<file path="src/hdl/csq_pkg.sv">
package csq_pkg;

    localparam int COUNT_W    = 16;
    localparam int INIT_W     = 15;
    localparam int MODE_W     = 3;
    localparam int STATUS_W   = 3;
    localparam int APB_DATA_W = 32;
    localparam int APB_ADDR_W = 3;

    localparam logic signed [COUNT_W-1:0] COUNT_MAX = 16'sh7FFF;
    localparam logic signed [COUNT_W-1:0] COUNT_MIN = 16'sh8000;

    localparam logic [MODE_W-1:0] MODE_WAIT    = 3'd0;
    localparam logic [MODE_W-1:0] MODE_SIGNAL  = 3'd1;
    localparam logic [MODE_W-1:0] MODE_TRYWAIT = 3'd2;
    localparam logic [MODE_W-1:0] MODE_CLOSE   = 3'd3;
    localparam logic [MODE_W-1:0] MODE_TIMEOUT = 3'd4;

    localparam logic [APB_ADDR_W-3:0] REG_INITIAL_COUNT = '0;

    typedef enum logic [STATUS_W-1:0] {
        ST_OK          = 3'd0,
        ST_BLOCKED     = 3'd1,
        ST_CLOSED      = 3'd2,
        ST_WOULD_BLOCK = 3'd3,
        ST_TIMED_OUT   = 3'd4,
        ST_NOT_FOUND   = 3'd5,
        ST_RELEASED    = 3'd6,
        ST_OVERFLOW    = 3'd7
    } t_status;

    typedef struct packed {
        t_status status;
        logic    woke;
        logic    last;
    } t_res_flags;

endpackage

</file>
<file path="src/hdl/counting_semaphore_with_wait_queue.sv">
// Channel   Handshake                    Payload
// input     i_in_valid / o_in_ready      i_mode, i_thread_id
// output    o_out_valid / i_out_ready    o_status, o_target_thread, o_woke, o_last
// config    psel, penable, pwrite, pready  paddr, pwdata, prdata
//
// Wait, trywait and a plain signal go straight to the emit step; a signal that
// wakes a waiter reads the queue head. Close releases each queued waiter; timeout
// searches the queue, moving later entries down. RAM reads are registered.
// Synchronous active-low reset; the count clears to zero, the queue empties.
// A stalled output holds the control in its emit step; one result waits in the
// output register while the next transaction is accepted.
module counting_semaphore_with_wait_queue #(
    parameter int QUEUE_DEPTH    = 32,
    parameter int THREAD_ID_BITS = 8
) (
    input  logic                                i_clk,
    input  logic                                i_rst_n,
    input  logic                                i_in_valid,
    output logic                                o_in_ready,
    input  logic [csq_pkg::MODE_W-1:0]          i_mode,
    input  logic [THREAD_ID_BITS-1:0]           i_thread_id,
    output logic                                o_out_valid,
    input  logic                                i_out_ready,
    output logic [csq_pkg::STATUS_W-1:0]        o_status,
    output logic [THREAD_ID_BITS-1:0]           o_target_thread,
    output logic                                o_woke,
    output logic                                o_last,
    input  logic                                psel,
    input  logic                                penable,
    input  logic                                pwrite,
    input  logic [csq_pkg::APB_ADDR_W-1:0]      paddr,
    input  logic [csq_pkg::APB_DATA_W-1:0]      pwdata,
    output logic [csq_pkg::APB_DATA_W-1:0]      prdata,
    output logic                                pready
);

    import csq_pkg::*;

    localparam int AW = $clog2(QUEUE_DEPTH);

    logic [INIT_W-1:0] r_initial_count;
    logic c_cfg_load;
    logic c_sel_init;

    logic res_valid;
    logic res_ready;
    t_res_flags res_flags;
    logic [THREAD_ID_BITS-1:0] res_tid;
    t_res_flags out_flags;

    logic wr_en;
    logic [AW-1:0] wr_addr;
    logic [THREAD_ID_BITS-1:0] wr_data;
    logic rd_en;
    logic [AW-1:0] rd_addr;
    logic [THREAD_ID_BITS-1:0] rd_data;

    assign pready     = 1'b1;
    assign c_sel_init = paddr[APB_ADDR_W-1:2] == REG_INITIAL_COUNT;
    assign c_cfg_load = psel && penable && pwrite && pready && c_sel_init;
    assign prdata     = c_sel_init ? APB_DATA_W'(r_initial_count) : '0;

    always_ff @(posedge i_clk) begin
        if (!i_rst_n) begin
            r_initial_count <= '0;
        end else if (c_cfg_load) begin
            r_initial_count <= pwdata[INIT_W-1:0];
        end
    end

    csq_ctrl #(
        .QUEUE_DEPTH (QUEUE_DEPTH),
        .TID_W       (THREAD_ID_BITS)
    ) u_ctrl (
        .i_clk       (i_clk),
        .i_rst_n     (i_rst_n),
        .i_in_valid  (i_in_valid),
        .o_in_ready  (o_in_ready),
        .i_mode      (i_mode),
        .i_thread_id (i_thread_id),
        .i_cfg_load  (c_cfg_load),
        .i_cfg_value (pwdata[INIT_W-1:0]),
        .o_res_valid (res_valid),
        .i_res_ready (res_ready),
        .o_res_flags (res_flags),
        .o_res_tid   (res_tid),
        .o_wr_en     (wr_en),
        .o_wr_addr   (wr_addr),
        .o_wr_data   (wr_data),
        .o_rd_en     (rd_en),
        .o_rd_addr   (rd_addr),
        .i_rd_data   (rd_data)
    );

    csq_mem #(
        .DEPTH (QUEUE_DEPTH),
        .WIDTH (THREAD_ID_BITS)
    ) u_mem (
        .i_clk     (i_clk),
        .i_wr_en   (wr_en),
        .i_wr_addr (wr_addr),
        .i_wr_data (wr_data),
        .i_rd_en   (rd_en),
        .i_rd_addr (rd_addr),
        .o_rd_data (rd_data)
    );

    csq_out #(
        .TID_W (THREAD_ID_BITS)
    ) u_out (
        .i_clk       (i_clk),
        .i_rst_n     (i_rst_n),
        .i_res_valid (res_valid),
        .o_res_ready (res_ready),
        .i_res_flags (res_flags),
        .i_res_tid   (res_tid),
        .o_out_valid (o_out_valid),
        .i_out_ready (i_out_ready),
        .o_out_flags (out_flags),
        .o_out_tid   (o_target_thread)
    );

    assign o_status = out_flags.status;
    assign o_woke   = out_flags.woke;
    assign o_last   = out_flags.last;

endmodule

</file>
<file path="src/hdl/csq_mem.sv">
module csq_mem #(
    parameter int DEPTH = 32,
    parameter int WIDTH = 8
) (
    input  logic                     i_clk,
    input  logic                     i_wr_en,
    input  logic [$clog2(DEPTH)-1:0] i_wr_addr,
    input  logic [WIDTH-1:0]         i_wr_data,
    input  logic                     i_rd_en,
    input  logic [$clog2(DEPTH)-1:0] i_rd_addr,
    output logic [WIDTH-1:0]         o_rd_data
);

    logic [WIDTH-1:0] r_mem [DEPTH];
    logic [WIDTH-1:0] r_rd_data;

    always_ff @(posedge i_clk) begin
        if (i_wr_en) begin
            r_mem[i_wr_addr] <= i_wr_data;
        end
    end

    always_ff @(posedge i_clk) begin
        if (i_rd_en) begin
            r_rd_data <= r_mem[i_rd_addr];
        end
    end

    assign o_rd_data = r_rd_data;

endmodule

</file>
<file path="src/hdl/csq_out.sv">
module csq_out #(
    parameter int TID_W = 8
) (
    input  logic                 i_clk,
    input  logic                 i_rst_n,
    input  logic                 i_res_valid,
    output logic                 o_res_ready,
    input  csq_pkg::t_res_flags  i_res_flags,
    input  logic [TID_W-1:0]     i_res_tid,
    output logic                 o_out_valid,
    input  logic                 i_out_ready,
    output csq_pkg::t_res_flags  o_out_flags,
    output logic [TID_W-1:0]     o_out_tid
);

    import csq_pkg::*;

    logic       r_valid;
    t_res_flags r_flags;
    logic [TID_W-1:0] r_tid;

    assign o_res_ready = !r_valid || i_out_ready;

    always_ff @(posedge i_clk) begin
        if (!i_rst_n) begin
            r_valid <= 1'b0;
        end else if (o_res_ready) begin
            r_valid <= i_res_valid;
        end
        if (i_res_valid && o_res_ready) begin
            r_flags <= i_res_flags;
            r_tid   <= i_res_tid;
        end
    end

    assign o_out_valid = r_valid;
    assign o_out_flags = r_flags;
    assign o_out_tid   = r_tid;

endmodule

</file>
<file path="src/hdl/csq_ctrl.sv">
module csq_ctrl #(
    parameter int QUEUE_DEPTH = 32,
    parameter int TID_W       = 8
) (
    input  logic                           i_clk,
    input  logic                           i_rst_n,
    input  logic                           i_in_valid,
    output logic                           o_in_ready,
    input  logic [csq_pkg::MODE_W-1:0]     i_mode,
    input  logic [TID_W-1:0]               i_thread_id,
    input  logic                           i_cfg_load,
    input  logic [csq_pkg::INIT_W-1:0]     i_cfg_value,
    output logic                           o_res_valid,
    input  logic                           i_res_ready,
    output csq_pkg::t_res_flags            o_res_flags,
    output logic [TID_W-1:0]               o_res_tid,
    output logic                           o_wr_en,
    output logic [$clog2(QUEUE_DEPTH)-1:0] o_wr_addr,
    output logic [TID_W-1:0]               o_wr_data,
    output logic                           o_rd_en,
    output logic [$clog2(QUEUE_DEPTH)-1:0] o_rd_addr,
    input  logic [TID_W-1:0]               i_rd_data
);

    import csq_pkg::*;

    localparam int AW = $clog2(QUEUE_DEPTH);
    localparam int FW = $clog2(QUEUE_DEPTH + 1);
    localparam logic [FW-1:0] FILL_FULL = FW'(QUEUE_DEPTH);
    localparam logic [AW-1:0] HEAD_LAST = AW'(QUEUE_DEPTH - 1);

    typedef enum logic [3:0] {
        S_IDLE,
        S_WAKE,
        S_CLS_RD,
        S_CLS_DATA,
        S_SRCH_RD,
        S_SRCH_CMP,
        S_SHIFT_RD,
        S_SHIFT_WR,
        S_EMIT
    } t_state;

    t_state r_state;
    t_state r_ret;
    logic signed [COUNT_W-1:0] r_count;
    logic r_open;
    logic [AW-1:0] r_head;
    logic [FW-1:0] r_fill;
    logic [FW-1:0] r_idx;
    logic [TID_W-1:0] r_tid;
    t_res_flags r_res_flags;
    logic [TID_W-1:0] r_res_tid;

    logic c_le0;
    logic c_min;
    logic c_max;
    logic c_full;
    logic c_start;
    logic c_wake;
    logic c_enq;
    logic [FW-1:0] c_idx_inc;

    function automatic logic [AW-1:0] f_slot(input logic [AW-1:0] head,
                                             input logic [FW-1:0] off);
        logic [FW:0] s;
        s = (FW+1)'(head) + (FW+1)'(off);
        if (s >= (FW+1)'(QUEUE_DEPTH)) begin
            s = s - (FW+1)'(QUEUE_DEPTH);
        end
        return AW'(s);
    endfunction

    assign c_le0     = r_count <= 16'sd0;
    assign c_min     = r_count == COUNT_MIN;
    assign c_max     = r_count == COUNT_MAX;
    assign c_full    = r_fill == FILL_FULL;
    assign c_idx_inc = r_idx + FW'(1);
    assign c_start   = (r_state == S_IDLE) && i_in_valid && r_open;
    assign c_wake    = c_start && (i_mode == MODE_SIGNAL) && (r_count < 16'sd0)
                       && (r_fill != '0);
    assign c_enq     = c_start && (i_mode == MODE_WAIT) && c_le0 && !c_full && !c_min;

    always_comb begin
        o_rd_en   = 1'b0;
        o_rd_addr = r_head;
        o_wr_en   = 1'b0;
        o_wr_addr = f_slot(r_head, r_idx);
        o_wr_data = i_rd_data;
        case (r_state)
            S_IDLE: begin
                o_rd_en   = c_wake;
                o_wr_en   = c_enq;
                o_wr_addr = f_slot(r_head, r_fill);
                o_wr_data = i_thread_id;
            end
            S_CLS_RD, S_SRCH_RD: begin
                o_rd_en   = r_idx != r_fill;
                o_rd_addr = f_slot(r_head, r_idx);
            end
            S_SHIFT_RD: begin
                o_rd_en   = c_idx_inc != r_fill;
                o_rd_addr = f_slot(r_head, c_idx_inc);
            end
            S_SHIFT_WR: begin
                o_wr_en = 1'b1;
            end
            default: begin
            end
        endcase
    end

    always_ff @(posedge i_clk) begin
        if (!i_rst_n) begin
            r_state <= S_IDLE;
            r_ret   <= S_IDLE;
            r_count <= '0;
            r_open  <= 1'b1;
            r_head  <= '0;
            r_fill  <= '0;
        end else begin
            case (r_state)
                S_IDLE: begin
                    if (i_in_valid) begin
                        r_tid       <= i_thread_id;
                        r_idx       <= '0;
                        r_ret       <= S_IDLE;
                        r_res_tid   <= i_thread_id;
                        r_res_flags <= '{status: ST_OK, woke: 1'b0, last: 1'b1};
                        if (!(i_mode inside {[MODE_WAIT:MODE_TIMEOUT]})) begin
                            r_state <= S_IDLE;
                        end else if (!r_open) begin
                            r_res_flags.status <= ST_CLOSED;
                            r_state <= S_EMIT;
                        end else begin
                            case (i_mode)
                                MODE_WAIT: begin
                                    r_state <= S_EMIT;
                                    if (c_le0 && (c_full || c_min)) begin
                                        r_res_flags.status <= ST_OVERFLOW;
                                    end else begin
                                        r_count <= r_count - 16'sd1;
                                        if (c_le0) begin
                                            r_fill <= r_fill + FW'(1);
                                            r_res_flags.status <= ST_BLOCKED;
                                        end
                                    end
                                end
                                MODE_SIGNAL: begin
                                    r_state <= S_EMIT;
                                    if (c_max) begin
                                        r_res_flags.status <= ST_OVERFLOW;
                                    end else begin
                                        r_count <= r_count + 16'sd1;
                                        if (c_wake) begin
                                            r_state <= S_WAKE;
                                        end
                                    end
                                end
                                MODE_TRYWAIT: begin
                                    r_state <= S_EMIT;
                                    if (c_le0) begin
                                        r_res_flags.status <= ST_WOULD_BLOCK;
                                    end else begin
                                        r_count <= r_count - 16'sd1;
                                    end
                                end
                                MODE_CLOSE: begin
                                    r_state <= S_CLS_RD;
                                end
                                default: begin
                                    r_state <= S_SRCH_RD;
                                end
                            endcase
                        end
                    end
                end
                S_WAKE: begin
                    r_res_tid        <= i_rd_data;
                    r_res_flags.woke <= 1'b1;
                    r_head  <= (r_head == HEAD_LAST) ? '0 : r_head + AW'(1);
                    r_fill  <= r_fill - FW'(1);
                    r_state <= S_EMIT;
                end
                S_CLS_RD: begin
                    if (r_idx == r_fill) begin
                        r_head      <= '0;
                        r_fill      <= '0;
                        r_open      <= 1'b0;
                        r_res_tid   <= r_tid;
                        r_res_flags <= '{status: ST_OK, woke: 1'b0, last: 1'b1};
                        r_ret       <= S_IDLE;
                        r_state     <= S_EMIT;
                    end else begin
                        r_state <= S_CLS_DATA;
                    end
                end
                S_CLS_DATA: begin
                    r_res_tid   <= i_rd_data;
                    r_res_flags <= '{status: ST_RELEASED, woke: 1'b1, last: 1'b0};
                    r_idx       <= c_idx_inc;
                    r_ret       <= S_CLS_RD;
                    r_state     <= S_EMIT;
                end
                S_SRCH_RD: begin
                    if (r_idx == r_fill) begin
                        r_res_flags <= '{status: ST_NOT_FOUND, woke: 1'b0, last: 1'b1};
                        r_state     <= S_EMIT;
                    end else begin
                        r_state <= S_SRCH_CMP;
                    end
                end
                S_SRCH_CMP: begin
                    if (i_rd_data == r_tid) begin
                        r_state <= S_SHIFT_RD;
                    end else begin
                        r_idx   <= c_idx_inc;
                        r_state <= S_SRCH_RD;
                    end
                end
                S_SHIFT_RD: begin
                    if (c_idx_inc == r_fill) begin
                        r_fill <= r_fill - FW'(1);
                        if (!c_max) begin
                            r_count <= r_count + 16'sd1;
                        end
                        r_res_flags <= '{status: ST_TIMED_OUT, woke: 1'b1, last: 1'b1};
                        r_state     <= S_EMIT;
                    end else begin
                        r_state <= S_SHIFT_WR;
                    end
                end
                S_SHIFT_WR: begin
                    r_idx   <= c_idx_inc;
                    r_state <= S_SHIFT_RD;
                end
                S_EMIT: begin
                    if (i_res_ready) begin
                        r_state <= r_ret;
                    end
                end
                default: begin
                    r_state <= S_IDLE;
                end
            endcase
            if (i_cfg_load) begin
                r_count <= COUNT_W'({1'b0, i_cfg_value});
            end
        end
    end

    assign o_in_ready  = r_state == S_IDLE;
    assign o_res_valid = r_state == S_EMIT;
    assign o_res_flags = r_res_flags;
    assign o_res_tid   = r_res_tid;

endmodule

</file>
<file path="config.mk">
export PLATFORM = sky130hd
export DESIGN_NAME = counting_semaphore_with_wait_queue
export DESIGN_NICKNAME = d
export VERILOG_FILES = /design/src/hdl/csq_pkg.sv /design/src/hdl/counting_semaphore_with_wait_queue.sv /design/src/hdl/csq_mem.sv /design/src/hdl/csq_out.sv /design/src/hdl/csq_ctrl.sv
export SDC_FILE = /design/constraint.sdc
export NUM_CORES = 1
export LEC_CHECK = 0
export ABC_CLOCK_PERIOD_IN_PS = 5650
export BUFFER_PORTS_ARGS = -buffer_cell sky130_fd_sc_hd__buf_4
export CAP_MARGIN = 30
export CORE_ASPECT_RATIO = 0.8
export CORE_MARGIN = 2
export CORE_UTILIZATION = 60
export CTS_CLUSTER_DIAMETER = 50
export DETAILED_ROUTE_END_ITERATION = 6
export PLACE_DENSITY = 0.86
export SYNTH_ARGS = -nofsm -noshare
export SYNTH_HDL_FRONTEND = slang
export SYNTH_SLANG_ARGS = --single-unit
</file>
<file path="constraint.sdc">
create_clock -name i_clk -period 5.65 [get_ports i_clk]
set_input_delay 1.695 -clock i_clk [delete_from_list [all_inputs] [get_ports i_clk]]
set_output_delay 1.695 -clock i_clk [all_outputs]
set_load 0.02 [all_outputs]
</file>
==> run summary <==
Final core utilization -> 69.5%
First-pass GRT wire length -> 64.1 mm
Leak -> 7.42 nW
Initial antenna violation count -> 3
Clock Power Share -> 41.0%
Die Height -> 154 um
Setup Crit Path Kind -> reg -> reg
Slew Limit Headroom -> 22.1%
DRC -> 0
Die W -> 192 um
Final slew viol count -> 0
Post-synth EDFFs -> 304
CP Launch Type -> register
Area delta synth->final -> 13.2%
CP delay by family, top -> compound AO/OA/AOI/OAI gates
Routed Antenna Nets -> 0
Most common flop cell mapped by yosys -> edfxtp_1
Worst setup startpoint -> u_ctrl.r_state[3]
Sequential share of power -> 45.8%
Final Cycle Share -> 79.1%
H-tree depth reported by CTS -> 2
Arr. time, crit path -> 4.80 ns
Initial core utilization -> 61.4%
Clk root buf -> clkbuf_16
Clock-pin slew of the registers on the worst-case setup and hold paths -> 0.06 ns
Congestion Overflow GR -> 0
Worst Setup End Kind -> register
Via density -> 6.50
Final Hold Viols -> 0
Number of top-level pins -> 101
P_sw -> 1.65 mW
Setup bufs post-CTS -> 0
Cell mode on critical path -> nor2_1
Row count -> 54
Tightest Hold Check Type -> reg -> reg
Clock buffer count from CTS -> 38
Layout cell share with drive strength beyond 1 -> 12.7%
Maximum number of pins on one net before global-route repair -> 69
Commonest non-fill, non-tap cell in the layout -> edfxtp_1
GRT Total Usage -> 28.3%
Area leader, netlist -> edfxtp_1
Post-CTS sizing -> 0
Routability Congestion -> 0.924
Sink Count -> 353
Final cell count without fillers -> 1857
Mapped Cells -> 1414
FMAX -> 0.224 GHz
Worst Hold Margin -> 0.419 ns
Max stage delay on crit path -> 0.90 ns
Yosys warns -> 0
Crit-path slowest cell -> a2111oi_0
Pwr/cell area -> 344 nW/um^2
Commonest non-fill, non-tap cells in the layout -> 304 x edfxtp_1, 156 x nand2_1, 127 x mux2i_1
Internal power -> 4.93 mW
Register area -> 10100 sq um
WP buf/inv -> 1
Clk buf depth -> 3
Data required time of the worst path -> 5.98 ns
Async set-reset flop share out of synthesis -> 0%
Vias in the first global route -> 11400
Min cycle time layout -> 4.47 ns
Core area -> 27500 sq um
Total Neg Setup Slack -> 0 ns
Max Cap Viol -> 0
Hold path startpoint -> u_ctrl.o_res_flags[4]
DPL Wire Length -> 27.1 mm
Worst path cell trace -> or2_1 > nor2_1 > o22ai_4 > buf_4 > mux2_2 > nor2_1 > a2111oi_0 > nor4b_1 > o22ai_1
Wire length per cell -> 22.4 um
Register bit total from synthesis -> 353
Worst-Margin Slew -> 1.16 ns
Final WL -> 41.7 mm
Dpl cells -> 1783
Fill count -> 1784
Register area share after synthesis -> 59.9%
Syn avg cell area -> 11.9 sq um
CTS tree -> built
CP Max Fanout -> 20
Die Area -> 29500 sq um
Hold Buf Count CTS -> 0
Worst r2r src -> u_ctrl.r_state[3]
# nets final -> 1541
Initial DRC count -> 1853
RSZ-0062 raised after global routing -> no
DR pass1 iterations -> 6
Status -> finished clean
Switching Fraction -> 25.0%
Setup violators final -> 0
Clock latency on the worst-skew pair -> 0.52 ns
Multi-input gate area -> 6300 sq um
Via count -> 12100
VDD IR max -> 0.232 mV
Gate power share -> 13.2%
Ranking of synthesized cells by area -> edfxtp_1 54%, mux2i_1 7.5%, dfxtp_1 5.8%
Buffers added on ports -> 63
Mapped cell area -> 16900 sq um
Yosys top cell area share -> 54.1%
Distinct cell type count of the synthesized netlist -> 81
Clock Skew -> 0.0176 ns
[final timing paths]
path                                              to  slack, ns  depth (start not counted)
worst max-delay path              u_mem.o_rd_data[3]       1.18                          9
worst min-delay path            u_out.o_out_flags[4]       0.42                          0
worst max register to register    u_mem.o_rd_data[3]       1.18                          9
worst min register to register  u_out.o_out_flags[4]       0.42                          0
[synthesized netlist by cell type, types with 6 or more instances]
| cell | number |
|---|---|
| dfxtp_1 | 49 |
| nand2b_1 | 9 |
| nor3b_1 | 7 |
| o21a_1 | 7 |
| buf_4 | 22 |
| edfxtp_1 | 304 |
| nor2_1 | 108 |
| buf_2 | 15 |
| a22oi_1 | 13 |
| buf_1 | 8 |
| and2_1 | 7 |
| ha_1 | 21 |
| nor2b_1 | 35 |
| a2111oi_0 | 6 |
| clkbuf_1 | 52 |
| o21ai_0 | 31 |
| xor2_1 | 27 |
| mux2_2 | 18 |
| o31ai_1 | 8 |
| a21o_1 | 7 |
| a211oi_1 | 15 |
| inv_1 | 20 |
| o211ai_1 | 7 |
| nor3_1 | 29 |
| nand4_1 | 22 |
| a31oi_1 | 18 |
| or3_1 | 15 |
| nand2_1 | 156 |
| a21oi_1 | 70 |
| mux2i_1 | 127 |
| o21ai_1 | 21 |
| o22ai_1 | 8 |
| nand3_1 | 34 |
| nor4_1 | 9 |
| xnor2_1 | 19 |
[power groups by stage]
| stage | clock network [mW] | logic (mW) | registers (mW) |
|---|---|---|---|
| floorplan | 0 | 0.575 | 3.05 |
| global placement | 0 | 0.765 | 3.07 |
| detailed placement | 0 | 0.820 | 3.07 |
| CTS | 2.70 | 0.832 | 3.01 |
| global route | 2.81 | 0.927 | 3.01 |
| finish | 2.69 | 0.869 | 3.01 |
[cells by family after synthesis]
family                     after synthesis  synth area share [%]
DFF                                    353                  59.9
buffers and inverters                  121                  3.34
AOI/OAI and AO/OA                      252                  9.79
other                                    2                0.0445
adders and majority gates               26                  2.09
and+or+nand+nor                        463                  13.3
xor gates and xnor gates                46                  2.39
muxes                                  151                  9.20
[worst register-to-register path: stages, from the launching register on]
cell       delay (ns)
dfxtp_1          0.70
or2_1            0.43
nor2_1           0.28
o22ai_4          0.79
buf_4            0.49
mux2_2           0.23
nor2_1           0.05
a2111oi_0        0.90
nor4b_1          0.14
o22ai_1          0.28
[cell type report]
cell class                 count  share of cell area [%]
inverter                      23                   0.452
antenna                        1                  0.0131
clock buffer                  45                    5.28
clock inverter                24                    1.89
tap                          364                    2.38
multi-input combinational    956                    33.0
sequential                   353                    52.9
timing repair buffer          91                    4.15
[registers in the layout (all words and copies together), names as in the netlist, 4 cells and up]
register	count
u_ctrl.r_state	4
r_initial_count	15
u_ctrl.r_head	5
u_mem.r_mem	256
u_mem.o_rd_data	8
u_ctrl.o_res_flags	5
u_ctrl.r_tid	8
u_out.o_out_flags	5
u_ctrl.r_idx	6
u_ctrl.r_count	16
u_out.o_out_tid	8
u_ctrl.o_res_tid	8
u_ctrl.r_fill	6
[stage by stage]
step	setup slack (ns)	area (sq um)	power, mW
global route	1.07	19100	6.75
CTS	1.31	19000	6.54
global placement	1.48	17600	3.83
detailed placement	1.41	17700	3.89
finish	1.18	19100	6.57
floorplan	1.75	16900	3.62
[metal layers]
metal | vias to the layer above | routed length, um | track usage, %
li1 | 5360 | - | -
met1 | 5799 | 17200 | 42.1
met2 | 818 | 18200 | 40.8
met3 | 99 | 5330 | 7.90
met4 | 2 | 916 | 7.77
met5 | - | 13 | 0
No activity file was read; power rests on OpenSTA's default activity.
